File: config.mk
export PLATFORM = sky130hd
export DESIGN_NAME = iso_date_to_day_number
export DESIGN_NICKNAME = d
export VERILOG_FILES = /design/src/hdl/idn_pkg.sv /design/src/hdl/idn_parser.sv /design/src/hdl/idn_convert.sv /design/src/hdl/iso_date_to_day_number.sv
export SDC_FILE = /design/constraint.sdc
export NUM_CORES = 1
export LEC_CHECK = 0
export BUFFER_PORTS_ARGS = -buffer_cell sky130_fd_sc_hd__clkbuf_2
export CAP_MARGIN = 20
export CORE_MARGIN = 4
export CORE_UTILIZATION = 55
export CTS_CLUSTER_SIZE = 24
export DETAILED_ROUTE_END_ITERATION = 10
export PLACE_DENSITY = 0.72
export RECOVER_POWER = 100
export SYNTH_ARGS = -nofsm -noshare
export SYNTH_HDL_FRONTEND = slang
export SYNTH_SLANG_ARGS = --single-unit
File: constraint.sdc
create_clock -name clk_i -period 15.4 [get_ports clk_i]
set_input_delay 3.08 -clock clk_i [delete_from_list [all_inputs] [get_ports clk_i]]
set_output_delay 3.08 -clock clk_i [all_outputs]
set_load 0.05 [all_outputs]
File: src/hdl/idn_pkg.sv
// ----------------------------------------------------------------------------
// idn_pkg
// Shared widths, character codes, calendar tables and the record that passes
// between the parser and the converter of the ISO date to day number block.
// ----------------------------------------------------------------------------
package idn_pkg;

  localparam int unsigned CharW   = 8;
  localparam int unsigned PosW    = 4;
  localparam int unsigned YearW   = 14;
  localparam int unsigned MonthW  = 7;
  localparam int unsigned DayW    = 7;
  localparam int unsigned DaysW   = 23;
  localparam int unsigned CfgIdxW = 2;

  localparam logic [PosW-1:0] PosDash1 = 4'd4;
  localparam logic [PosW-1:0] PosDash2 = 4'd7;
  localparam logic [PosW-1:0] PosLast  = 4'd9;
  localparam logic [PosW-1:0] PosSat   = 4'd15;

  localparam logic [CharW-1:0] CharZero = 8'h30;
  localparam logic [CharW-1:0] CharNine = 8'h39;
  localparam logic [CharW-1:0] CharDash = 8'h2d;

  localparam logic [YearW-1:0] YearMinRst = 14'd1900;
  localparam logic [YearW-1:0] YearMaxRst = 14'd2999;

  // floor(x / 100) = (x * 5243) >> 19 for x below 2**15
  localparam logic [12:0] Recip100   = 13'd5243;
  localparam int unsigned RecipShift = 19;

  // 146097 (one shifted era) + 719468 (March-based epoch) + 1 (day from one)
  localparam logic [23:0] EpochOffset = 24'd865566;

  typedef enum logic [CfgIdxW-1:0] {
    CfgYearMin = 2'd0,
    CfgYearMax = 2'd1
  } cfg_idx_e;

  typedef struct packed {
    logic              fmt_ok;
    logic [YearW-1:0]  year;
    logic [MonthW-1:0] month;
    logic [DayW-1:0]   day;
  } date_fields_t;

  function automatic logic [4:0] month_len(input logic [3:0] m);
    logic [4:0] len;
    case (m)
      4'd2:    len = 5'd28;
      4'd4:    len = 5'd30;
      4'd6:    len = 5'd30;
      4'd9:    len = 5'd30;
      4'd11:   len = 5'd30;
      default: len = 5'd31;
    endcase
    return len;
  endfunction

  // Day of a year that starts on March 1st, for the first of month m
  function automatic logic [8:0] march_doy(input logic [3:0] m);
    logic [8:0] doy;
    case (m)
      4'd1:    doy = 9'd306;
      4'd2:    doy = 9'd337;
      4'd3:    doy = 9'd0;
      4'd4:    doy = 9'd31;
      4'd5:    doy = 9'd61;
      4'd6:    doy = 9'd92;
      4'd7:    doy = 9'd122;
      4'd8:    doy = 9'd153;
      4'd9:    doy = 9'd184;
      4'd10:   doy = 9'd214;
      4'd11:   doy = 9'd245;
      4'd12:   doy = 9'd275;
      default: doy = 9'd0;
    endcase
    return doy;
  endfunction

endpackage

File: src/hdl/idn_parser.sv
// ----------------------------------------------------------------------------
// idn_parser
// Input register and character parser: tracks the position, gathers the year,
// month and day digits, checks the format and hands a date record onward on
// the final character.
// ----------------------------------------------------------------------------
module idn_parser (
  input  logic                          clk_i,
  input  logic                          rst_ni,
  input  logic                          in_valid_i,
  output logic                          in_stall_o,
  input  logic [idn_pkg::CharW-1:0]     char_code_i,
  input  logic                          last_char_i,
  output logic                          fin_valid_o,
  output idn_pkg::date_fields_t         fin_o,
  input  logic                          fin_ready_i
);

  logic                         in_valid_q;
  logic [idn_pkg::CharW-1:0]    char_q;
  logic                         last_q;

  logic [idn_pkg::PosW-1:0]     pos_q, pos_d;
  logic [idn_pkg::YearW-1:0]    year_q, year_d, year_upd;
  logic [idn_pkg::MonthW-1:0]   month_q, month_d, month_upd;
  logic [idn_pkg::DayW-1:0]     day_q, day_d, day_upd;
  logic                         fmt_q, fmt_d, fmt_upd;

  logic                         fin_valid_q;
  idn_pkg::date_fields_t        fin_q;

  logic                         in_accept;
  logic                         consume;
  logic                         fin_load;
  logic                         is_digit;
  logic [3:0]                   digit;

  assign consume    = in_valid_q && (!last_q || !fin_valid_q || fin_ready_i);
  assign fin_load   = consume && last_q;
  assign in_stall_o = in_valid_q && !consume;
  assign in_accept  = in_valid_i && !in_stall_o;

  assign is_digit = (char_q >= idn_pkg::CharZero) && (char_q <= idn_pkg::CharNine);
  assign digit    = 4'(char_q - idn_pkg::CharZero);

  always_comb begin
    year_upd  = year_q;
    month_upd = month_q;
    day_upd   = day_q;
    fmt_upd   = fmt_q;
    if ((pos_q == idn_pkg::PosDash1) || (pos_q == idn_pkg::PosDash2)) begin
      if (char_q != idn_pkg::CharDash) begin
        fmt_upd = 1'b0;
      end
    end else if (pos_q <= idn_pkg::PosLast) begin
      if (!is_digit) begin
        fmt_upd = 1'b0;
      end else if (pos_q < idn_pkg::PosDash1) begin
        year_upd = idn_pkg::YearW'({year_q, 3'b000} + {year_q, 1'b0} + {10'd0, digit});
      end else if (pos_q < idn_pkg::PosDash2) begin
        month_upd = idn_pkg::MonthW'({month_q, 3'b000} + {month_q, 1'b0} + {3'd0, digit});
      end else begin
        day_upd = idn_pkg::DayW'({day_q, 3'b000} + {day_q, 1'b0} + {3'd0, digit});
      end
    end else begin
      fmt_upd = 1'b0;
    end
  end

  always_comb begin
    pos_d   = pos_q;
    year_d  = year_q;
    month_d = month_q;
    day_d   = day_q;
    fmt_d   = fmt_q;
    if (consume) begin
      if (last_q) begin
        pos_d   = '0;
        year_d  = '0;
        month_d = '0;
        day_d   = '0;
        fmt_d   = 1'b1;
      end else begin
        pos_d   = (pos_q == idn_pkg::PosSat) ? pos_q : pos_q + 4'd1;
        year_d  = year_upd;
        month_d = month_upd;
        day_d   = day_upd;
        fmt_d   = fmt_upd;
      end
    end
  end

  always_ff @(posedge clk_i or negedge rst_ni) begin
    if (!rst_ni) begin
      in_valid_q  <= 1'b0;
      pos_q       <= '0;
      year_q      <= '0;
      month_q     <= '0;
      day_q       <= '0;
      fmt_q       <= 1'b1;
      fin_valid_q <= 1'b0;
    end else begin
      if (in_accept) begin
        in_valid_q <= 1'b1;
      end else if (consume) begin
        in_valid_q <= 1'b0;
      end
      pos_q   <= pos_d;
      year_q  <= year_d;
      month_q <= month_d;
      day_q   <= day_d;
      fmt_q   <= fmt_d;
      if (fin_load) begin
        fin_valid_q <= 1'b1;
      end else if (fin_ready_i) begin
        fin_valid_q <= 1'b0;
      end
    end
  end

  always_ff @(posedge clk_i) begin
    if (in_accept) begin
      char_q <= char_code_i;
      last_q <= last_char_i;
    end
    if (fin_load) begin
      fin_q.fmt_ok <= fmt_upd && (pos_q == idn_pkg::PosLast);
      fin_q.year   <= year_upd;
      fin_q.month  <= month_upd;
      fin_q.day    <= day_upd;
    end
  end

  assign fin_valid_o = fin_valid_q;
  assign fin_o       = fin_q;

endmodule

File: src/hdl/idn_convert.sv
// ----------------------------------------------------------------------------
// idn_convert
// Date checker and day count converter with the result register: validates
// month, day and year limits and turns the date into days since 1970-01-01.
// ----------------------------------------------------------------------------
module idn_convert (
  input  logic                              clk_i,
  input  logic                              rst_ni,
  input  logic                              fin_valid_i,
  input  idn_pkg::date_fields_t             fin_i,
  output logic                              fin_ready_o,
  input  logic [idn_pkg::YearW-1:0]         year_min_i,
  input  logic [idn_pkg::YearW-1:0]         year_max_i,
  output logic                              out_valid_o,
  input  logic                              out_stall_i,
  output logic                              date_valid_o,
  output logic signed [idn_pkg::DaysW-1:0]  day_number_o
);

  logic                              out_valid_q;
  logic                              date_valid_q;
  logic signed [idn_pkg::DaysW-1:0]  day_number_q;

  logic        load;
  logic [3:0]  m4;
  logic        month_ok, year_ok, day_ok, leap, cent, valid;
  logic [26:0] y_prod;
  logic [7:0]  y_q100;
  logic [13:0] y_back;
  logic [4:0]  lim;
  logic [14:0] yy;
  logic [27:0] yy_prod;
  logic [8:0]  yy_q100;
  logic [23:0] days_sum;

  assign fin_ready_o = !out_valid_q || !out_stall_i;
  assign load        = fin_valid_i && fin_ready_o;

  assign m4       = fin_i.month[3:0];
  assign month_ok = (fin_i.month >= 7'd1) && (fin_i.month <= 7'd12);
  assign year_ok  = (fin_i.year >= year_min_i) && (fin_i.year <= year_max_i);

  assign y_prod = 27'(fin_i.year) * 27'(idn_pkg::Recip100);
  assign y_q100 = y_prod[idn_pkg::RecipShift +: 8];
  assign y_back = 14'({6'd0, y_q100} * 14'd100);
  assign cent   = (y_back == fin_i.year);
  assign leap   = ((fin_i.year[1:0] == 2'b00) && !cent) || (cent && (y_q100[1:0] == 2'b00));
  assign lim    = ((m4 == 4'd2) && leap) ? 5'd29 : idn_pkg::month_len(m4);
  assign day_ok = (fin_i.day != '0) && (fin_i.day <= {2'b00, lim});

  assign valid = fin_i.fmt_ok && month_ok && year_ok && day_ok;

  assign yy      = 15'(fin_i.year) + 15'd400 - ((fin_i.month <= 7'd2) ? 15'd1 : 15'd0);
  assign yy_prod = 28'(yy) * 28'(idn_pkg::Recip100);
  assign yy_q100 = yy_prod[idn_pkg::RecipShift +: 9];

  assign days_sum = 24'(yy) * 24'd365
                  + 24'(yy[14:2])
                  + 24'(yy_q100[8:2])
                  - 24'(yy_q100)
                  + 24'(idn_pkg::march_doy(m4))
                  + 24'(fin_i.day)
                  - idn_pkg::EpochOffset;

  always_ff @(posedge clk_i or negedge rst_ni) begin
    if (!rst_ni) begin
      out_valid_q <= 1'b0;
    end else if (load) begin
      out_valid_q <= 1'b1;
    end else if (!out_stall_i) begin
      out_valid_q <= 1'b0;
    end
  end

  always_ff @(posedge clk_i) begin
    if (load) begin
      date_valid_q <= valid;
      day_number_q <= valid ? $signed(days_sum[idn_pkg::DaysW-1:0]) : '0;
    end
  end

  assign out_valid_o  = out_valid_q;
  assign date_valid_o = date_valid_q;
  assign day_number_o = day_number_q;

endmodule

File: src/hdl/iso_date_to_day_number.sv
// ----------------------------------------------------------------------------
// iso_date_to_day_number
// Reads a YYYY-MM-DD string one character per request and gives, on the
// marked final character, a validity flag and the day count since 1970-01-01.
// ----------------------------------------------------------------------------
// One character request is taken every clock cycle unless in_stall_o is high.
// After its final character is accepted, a result passes through three
// registers: the input register, the parser that gathers the digits and
// emits the date record, and the converter that checks the calendar and
// computes the day count. Stalls on the result side back up through those
// three registers. Year limits are written at any time through the
// configuration port, which is always ready; write them only while no string
// is in flight.
module iso_date_to_day_number (
  input  logic                                   clk_i,
  input  logic                                   rst_ni,
  input  logic                                   cfg_valid_i,
  output logic                                   cfg_ready_o,
  input  logic [idn_pkg::CfgIdxW-1:0]            cfg_index_i,
  input  logic [idn_pkg::YearW-1:0]              cfg_data_i,
  input  logic                                   in_valid_i,
  output logic                                   in_stall_o,
  input  logic [idn_pkg::CharW-1:0]              char_code_i,
  input  logic                                   last_char_i,
  output logic                                   out_valid_o,
  input  logic                                   out_stall_i,
  output logic                                   date_valid_o,
  output logic signed [idn_pkg::DaysW-1:0]       day_number_o
);

  logic [idn_pkg::YearW-1:0] year_min_q;
  logic [idn_pkg::YearW-1:0] year_max_q;

  logic                      fin_valid;
  logic                      fin_ready;
  idn_pkg::date_fields_t     fin;

  assign cfg_ready_o = 1'b1;

  always_ff @(posedge clk_i or negedge rst_ni) begin
    if (!rst_ni) begin
      year_min_q <= idn_pkg::YearMinRst;
      year_max_q <= idn_pkg::YearMaxRst;
    end else if (cfg_valid_i && cfg_ready_o) begin
      case (idn_pkg::cfg_idx_e'(cfg_index_i))
        idn_pkg::CfgYearMin: year_min_q <= cfg_data_i;
        idn_pkg::CfgYearMax: year_max_q <= cfg_data_i;
        default: ;
      endcase
    end
  end

  idn_parser u_parser (
    .clk_i       (clk_i),
    .rst_ni      (rst_ni),
    .in_valid_i  (in_valid_i),
    .in_stall_o  (in_stall_o),
    .char_code_i (char_code_i),
    .last_char_i (last_char_i),
    .fin_valid_o (fin_valid),
    .fin_o       (fin),
    .fin_ready_i (fin_ready)
  );

  idn_convert u_convert (
    .clk_i        (clk_i),
    .rst_ni       (rst_ni),
    .fin_valid_i  (fin_valid),
    .fin_i        (fin),
    .fin_ready_o  (fin_ready),
    .year_min_i   (year_min_q),
    .year_max_i   (year_max_q),
    .out_valid_o  (out_valid_o),
    .out_stall_i  (out_stall_i),
    .date_valid_o (date_valid_o),
    .day_number_o (day_number_o)
  );

`ifndef SYNTHESIS
  a_invalid_zero: assert property (@(posedge clk_i) disable iff (!rst_ni)
    (out_valid_o && !date_valid_o) |-> (day_number_o == '0))
    else $error("invalid result carries a nonzero day number");

  a_cfg_min: assert property (@(posedge clk_i) disable iff (!rst_ni)
    (cfg_valid_i && cfg_ready_o && (cfg_index_i == idn_pkg::CfgYearMin))
      |=> (year_min_q == $past(cfg_data_i)))
    else $error("year_min write lost");

  a_result_src: assert property (@(posedge clk_i) disable iff (!rst_ni)
    $rose(out_valid_o) |-> $past(fin_valid))
    else $error("result without a date record");

  a_fin_hold: assert property (@(posedge clk_i) disable iff (!rst_ni)
    (fin_valid && !fin_ready) |=> (fin_valid && $stable(fin)))
    else $error("date record dropped under stall");
`endif

endmodule

==> impl_metrics.json, run 1 <==
{
  "outcome": "finished with violations",
  "failed_checks": "max-capacitance violations, max-slew violations",
  "worstMarginPinSlew_ns": 3.64,
  "io_buffers": 55,
  "clkSlewWorstSetupHoldPaths_ns": 0.08,
  "postCtsHoldBufs": 0,
  "r2r_start": "u_parser.fin_o[12]$_DFFE_PP_",
  "fin_setup_tns_ns": 0,
  "gr-total-overflow": 0,
  "ff2ff_setup_slack_ns": 1.21,
  "holdCritPathClass": "reg2reg",
  "synth_area_um2": 19800,
  "hold_start": "u_parser.year_q[13]$_DFFE_PN0P_",
  "fin_cells": 2473,
  "postRouteAntennaNets": 0,
  "post_drt_wl_per_cell_um": 18.2,
  "grt_usage_pct": 24.2,
  "path_max_fanout": 10,
  "dpl_worst_slack_ns": 1.18,
  "drive_gt1_share_pct": 5.57,
  "cts_tree": "done",
  "post-cts-setup-buffer-count": 0,
  "initial_core_util_pct": 55.7,
  "clock_latency_ns": 0.45,
  "syn-mean-instance-area_um2": 10.2,
  "netlist_instances": 1929,
  "area_delta_synth_final_pct": 6.97,
  "num_io_pins": 57,
  "endpoint_kind": "flip-flop",
  "cts_root_buf": "clkbuf_16",
  "final_nets": 2680,
  "std_cell_rows": 69,
  "startpoint": "u_parser.fin_o[12]$_DFFE_PP_",
  "synth_edf_count": 62,
  "ys_warn_count": 0,
  "report.final.hold_viol_count": 0,
  "rr_worst_depth": 52,
  "first_global_vias": 14700,
  "antenna_cells": 0,
  "ys_seq_area_share_pct": 18.6,
  "period_needed_ns": 14.19,
  "fmax_ghz": 0.0705,
  "avgViaCountPerCell": 5.47,
  "antenna_found_initial": 1,
  "post_cts_resized": 0,
  "rr_endpoint": "u_convert.day_number_o[19]$_SDFFCE_PN0P_",
  "relSlewSlack_pct": -142,
  "vias": 13500,
  "synth_ff_type": "edfxtp_1",
  "setup_viol": 0,
  "firstDrtPassIters": 5,
  "cp.arrival_ns": 14.39,
  "die_x_um": 198,
  "worstHoldEndpoint": "u_parser.year_q[13]$_DFFE_PN0P_",
  "core_area_um2": 35500,
  "route.detailed.drc": 0,
  "nFillCells": 2942,
  "synth_cell_types": 70,
  "rsz0062_at_grt": "no",
  "yosys.area.top_type": "ha_1",
  "drt_iter0_drc": 644,
  "hpwl_um": 37400,
  "period_share_pct": 92.1,
  "cp-start-kind": "flip-flop",
  "criticalPathCategory": "reg2reg",
  "setup_ws_ns": 1.21,
  "fin_skew_ns": 0.0143,
  "clockBufferDepth": 2,
  "syn_nets": 2610,
  "die_h_um": 198,
  "synth.area.top_cells": "ha_1 (26%), fa_1 (25%), edfxtp_1 (9.4%)",
  "maxCapViolCount": 5,
  "gp_congestion": 0.907,
  "worst_path_max_delay_cell": "o41ai_1",
  "clkSinkCount": 135,
  "cpPeakStageDelay_ns": 0.59,
  "grt_pass1_wl_um": 74200,
  "synthArstFlopShare_pct": 47.4,
  "required_ns": 15.60,
  "cts_htree_levels": 4,
  "dp.cells": 2441,
  "grt_max_degree": 65,
  "hold_depth": 2,
  "wirelength_um": 45000,
  "synth_top_area_share_pct": 25.9,
  "dieArea_um2": 39000,
  "cts_buffers": 17,
  "ys_ff_latch": 135,
  "final_max_slew_viol_count": 178
}
[kinds of logic after synthesis]
group	after synthesis	synth area share [%]
and+or+nand+nor	263	6.81
buffers and inverters	494	9.42
DFF	135	18.6
muxes	35	2.06
other	1	0.0190
adders and majority gates	651	50.4
AOI/OAI and AO/OA	263	8.71
xor gates and xnor gates	87	4.00
[how the worst max path moves through the flow]
stage	end	slack (ns)	cells after the start
floorplan	u_convert.day_number_o[19]$_SDFFCE_PN0P_	2.26	51
detailed placement	u_convert.day_number_o[19]$_SDFFCE_PN0P_	1.18	52
CTS	u_convert.day_number_o[19]$_SDFFCE_PN0P_	1.18	52
global route	u_convert.day_number_o[19]$_SDFFCE_PN0P_	0.25	54
finish	u_convert.day_number_o[19]$_SDFFCE_PN0P_	1.21	52
global placement	u_convert.day_number_o[19]$_SDFFCE_PN0P_	1.53	50
[cells in the mapped netlist (9+ instances only)]
cell and number:
a211oi_1 12, dfrtp_1 47, a22o_1 21, and2_1 16, inv_1 474, nand2b_1 15, and3_1 13, nand3_1 14
o21a_1 13, dfstp_2 17, ha_1 409, a21oi_1 60, xnor2_1 54, o21ai_0 71, edfxtp_1 62, or3_1 13
dfxtp_1 9, fa_1 242, clkbuf_1 18, nand2_1 70, nor3_1 21, nor2b_1 12, xor2_1 31, mux2_2 25
nor2_1 51, a21o_1 24
[routing by layer]
| layer | global-route usage, % | routed length [um] | vias to the layer above |
|---|---|---|---|
| met4 | 9.16 | 1690 | 0 |
| met3 | 4.84 | 2440 | 104 |
| met1 | 31.2 | 19600 | 6672 |
| li1 | - | - | 6449 |
| met5 | 0 | 0 | - |
| met2 | 40.6 | 21300 | 305 |
[worst max-delay path: cells and delay by family (launching register included)]
family                     cells  cell delay [ns]
adders and majority gates     16             6.83
AOI/OAI and AO/OA             16             4.34
and+or+nand+nor                5             1.10
buffers and inverters         12             0.82
xor gates and xnor gates       3             0.45
DFF                            1             0.37
[placed cells by master, fill, tap and decap left out, drive strengths merged, types with 6 or more instances in the layout]
cell type,n
and3,13
dfxtp,9
a22o,21
ha,409
mux2,25
clkbuf,79
xor2,31
nand3,14
a21oi,61
nand2,70
mux2i,10
nand2b,15
or3,13
fa,242
xnor2,54
buf,10
a21o,24
dfrtp,47
nor2,52
nand4,8
nor3,21
and2,16
edfxtp,62
a211oi,13
inv,482
o21ai,73
o21a,13
nor2b,12
dfstp,17
a31oi,6
[registers in the layout, indices dropped and copies added, names as in the netlist, named ones only]
name	cells
u_convert.date_valid_o	1
u_convert.day_number_o	23
u_convert.out_valid_o	1
u_parser.char_q	8
u_parser.day_q	7
u_parser.fin_o	29
u_parser.fin_valid_o	1
u_parser.fmt_q	1
u_parser.in_valid_q	1
u_parser.last_q	1
u_parser.month_q	7
u_parser.pos_q	4
u_parser.year_q	14
year_max_q	14
year_min_q	14
[stage by stage]
stage	hold WS (ns)	utilization, %	cell area [um^2]
finish	0.496	59.6	21100
global route	0.516	59.6	21100
CTS	0.494	59.9	21200
detailed placement	0.480	58.2	20700
global placement	0.472	58.2	20700
floorplan	0.459	-	19800
[cell type report]
cell class / count / area [um^2] / share of cell area (%)
Multi-Input combinational cell: 1300 / 14200 / 67.2
Sequential cell: 135 / 3660 / 17.3
Inverter: 474 / 1780 / 8.42
Tap cell: 461 / 577 / 2.73
Clock buffer: 18 / 439 / 2.08
Timing Repair Buffer: 71 / 337 / 1.59
Clock inverter: 14 / 135 / 0.639
Power of run 1 is left out: the tool's default activity adds up to more than one toggle a clock period on the data nets, which glitch-free logic cannot reach.
==> run 2: changes to the inputs <==
--- a/config.mk
+++ b/config.mk
@@ -13,6 +13,7 @@
 export DETAILED_ROUTE_END_ITERATION = 10
 export PLACE_DENSITY = 0.72
 export RECOVER_POWER = 100
+export REMOVE_ABC_BUFFERS = 1
 export SYNTH_ARGS = -nofsm -noshare
 export SYNTH_HDL_FRONTEND = slang
 export SYNTH_SLANG_ARGS = --single-unit
==> impl_metrics.json, run 2 (synthesis results as in run 1) <==
{
  "cp.arrival_ns": 14.45,
  "cp-start-kind": "flip-flop",
  "firstDrtPassIters": 5,
  "r2r_start": "u_parser.fin_o[12]$_DFFE_PP_",
  "criticalPathCategory": "reg2reg",
  "layout_commonest_cell": "inv_1",
  "maxCapViolCount": 3,
  "final_max_slew_viol_count": 131,
  "vias": 13500,
  "route.detailed.drc": 0,
  "route.met2.wl_um": 20200,
  "cts_root_buf": "clkbuf_16",
  "drt-met1-wl_um": 18600,
  "num_io_pins": 57,
  "postRouteAntennaNets": 0,
  "post_cts_resized": 0,
  "dieArea_um2": 39000,
  "io_buffers": 55,
  "relSlewSlack_pct": -134,
  "post_drt_wl_per_cell_um": 17.0,
  "antenna_found_initial": 1,
  "cpPeakStageDelay_ns": 0.64,
  "setup_viol": 0,
  "path_max_fanout": 10,
  "grt_max_degree": 65,
  "outcome": "finished with violations",
  "fin_setup_tns_ns": 0,
  "largest_reg_flops": 29,
  "nFillCells": 2936,
  "fmax_ghz": 0.0702,
  "top_layer_used": "met5",
  "report.final.hold_viol_count": 0,
  "dr_wl_met3_um": 2150,
  "initial_core_util_pct": 55.7,
  "antenna_cells": 0,
  "fin_skew_ns": 0.0126,
  "die_h_um": 198,
  "setup_ws_ns": 1.15,
  "clockBufferDepth": 2,
  "clock_latency_ns": 0.44,
  "holdCritPathClass": "reg2reg",
  "final_cell_mix": "inv_1 (474), ha_1 (409), fa_1 (242), o21ai_0 (72), nand2_1 (70)",
  "drt_iter0_drc": 596,
  "final_nets": 2683,
  "crit_top_cell": "inv_1",
  "core_area_um2": 35500,
  "cts_tree": "done",
  "rsz0062_at_grt": "no",
  "drive_gt1_share_pct": 5.96,
  "endpoint_kind": "flip-flop",
  "required_ns": 15.60,
  "multi_input_area_um2": 14200,
  "grt_usage_pct": 22.8,
  "std_cell_rows": 69,
  "postCtsHoldBufs": 0,
  "worst_path_max_delay_cell": "o41ai_1",
  "grt_pass1_wl_um": 71600,
  "cts_buffers": 17,
  "dpl_worst_slack_ns": 1.26,
  "period_share_pct": 92.5,
  "wirelength_um": 42100,
  "die_x_um": 198,
  "hold_start": "u_parser.year_q[13]$_DFFE_PN0P_",
  "period_needed_ns": 14.25,
  "cp_top_family": "adder cells",
  "gp_congestion": 0.998,
  "cts_htree_levels": 4,
  "startpoint": "u_parser.fin_o[12]$_DFFE_PP_",
  "first_global_vias": 14600,
  "post-cts-setup-buffer-count": 0,
  "gr-total-overflow": 0,
  "clkSinkCount": 135,
  "avgViaCountPerCell": 5.46,
  "clkSlewWorstSetupHoldPaths_ns": 0.07,
  "cp_num_buf_inv": 14,
  "final-seq-area_um2": 3660,
  "hpwl_um": 35300,
  "worstMarginPinSlew_ns": 3.51,
  "area_delta_synth_final_pct": 7.14,
  "failed_checks": "max-capacitance violations, max-slew violations"
}
-- run 2: changes by cell type in the layout (fill, tap and decap cells not counted), moves of 2 or more --
cell        before  now
buf_4           10   13
clkinv_1         2    0
clkbuf_1        35   33
mux2_1           6    4
clkinvlp_4       0    2
clkbuf_2        26   28
mux2_2          19   21
-- run 2: layout make-up --
class	instances	area share (%)
Multi-Input combinational cell	1300	67.1
Sequential cell	135	17.3
Inverter	474	8.41
Tap cell	461	2.73
Clock buffer	17	2.01
Timing Repair Buffer	74	1.71
Clock inverter	15	0.774
-- run 2: final timing paths --
kind / to / slack (ns) / depth (start not counted)
worst max register to register: u_convert.day_number_o[19]$_SDFFCE_PN0P_ / 1.15 / 54
worst max-delay path: u_convert.day_number_o[19]$_SDFFCE_PN0P_ / 1.15 / 54
max in group asynchronous: u_parser.month_q[6]$_DFFE_PN0P_ / 9.49 / 2
min in group asynchronous: year_max_q[6]$_DFFE_PN0P_ / 3.93 / 2
worst min register to register: u_parser.year_q[13]$_DFFE_PN0P_ / 0.50 / 2
worst min-delay path: u_parser.year_q[13]$_DFFE_PN0P_ / 0.50 / 2
-- run 2: worst reg2reg max path, delay by kind of cell (launching register included) --
family,cells,cell delay [ns]
flip-flops,1,0.36
adder cells (fa/ha/maj),16,6.74
XOR/XNOR,3,0.52
AND/OR/NAND/NOR,5,1.15
buffers and inverters,14,1.05
AO/OA/AOI/OAI,16,4.23
-- run 2: per-layer routing --
| metal | global-route usage (%) | vias to the layer above |
|---|---|---|
| li1 | - | 6471 |
| met1 | 30.3 | 6707 |
| met2 | 38.0 | 260 |
| met3 | 4.88 | 69 |
| met4 | 6.71 | 2 |
| met5 | 0 | - |
-- run 2: per-stage QoR --
step / instances / instance area (um^2) / hold WS (ns) / utilization (%)
after floorplan: 1909 / 19700 / 0.459 / -
after global placement: 2444 / 20700 / 0.470 / 58.3
after detailed placement: 2444 / 20700 / 0.489 / 58.3
after CTS: 2476 / 21300 / 0.502 / 59.9
after global routing: 2476 / 21200 / 0.525 / 59.6
final: 2476 / 21200 / 0.497 / 59.6
Power of run 2 is left out for the same reason.
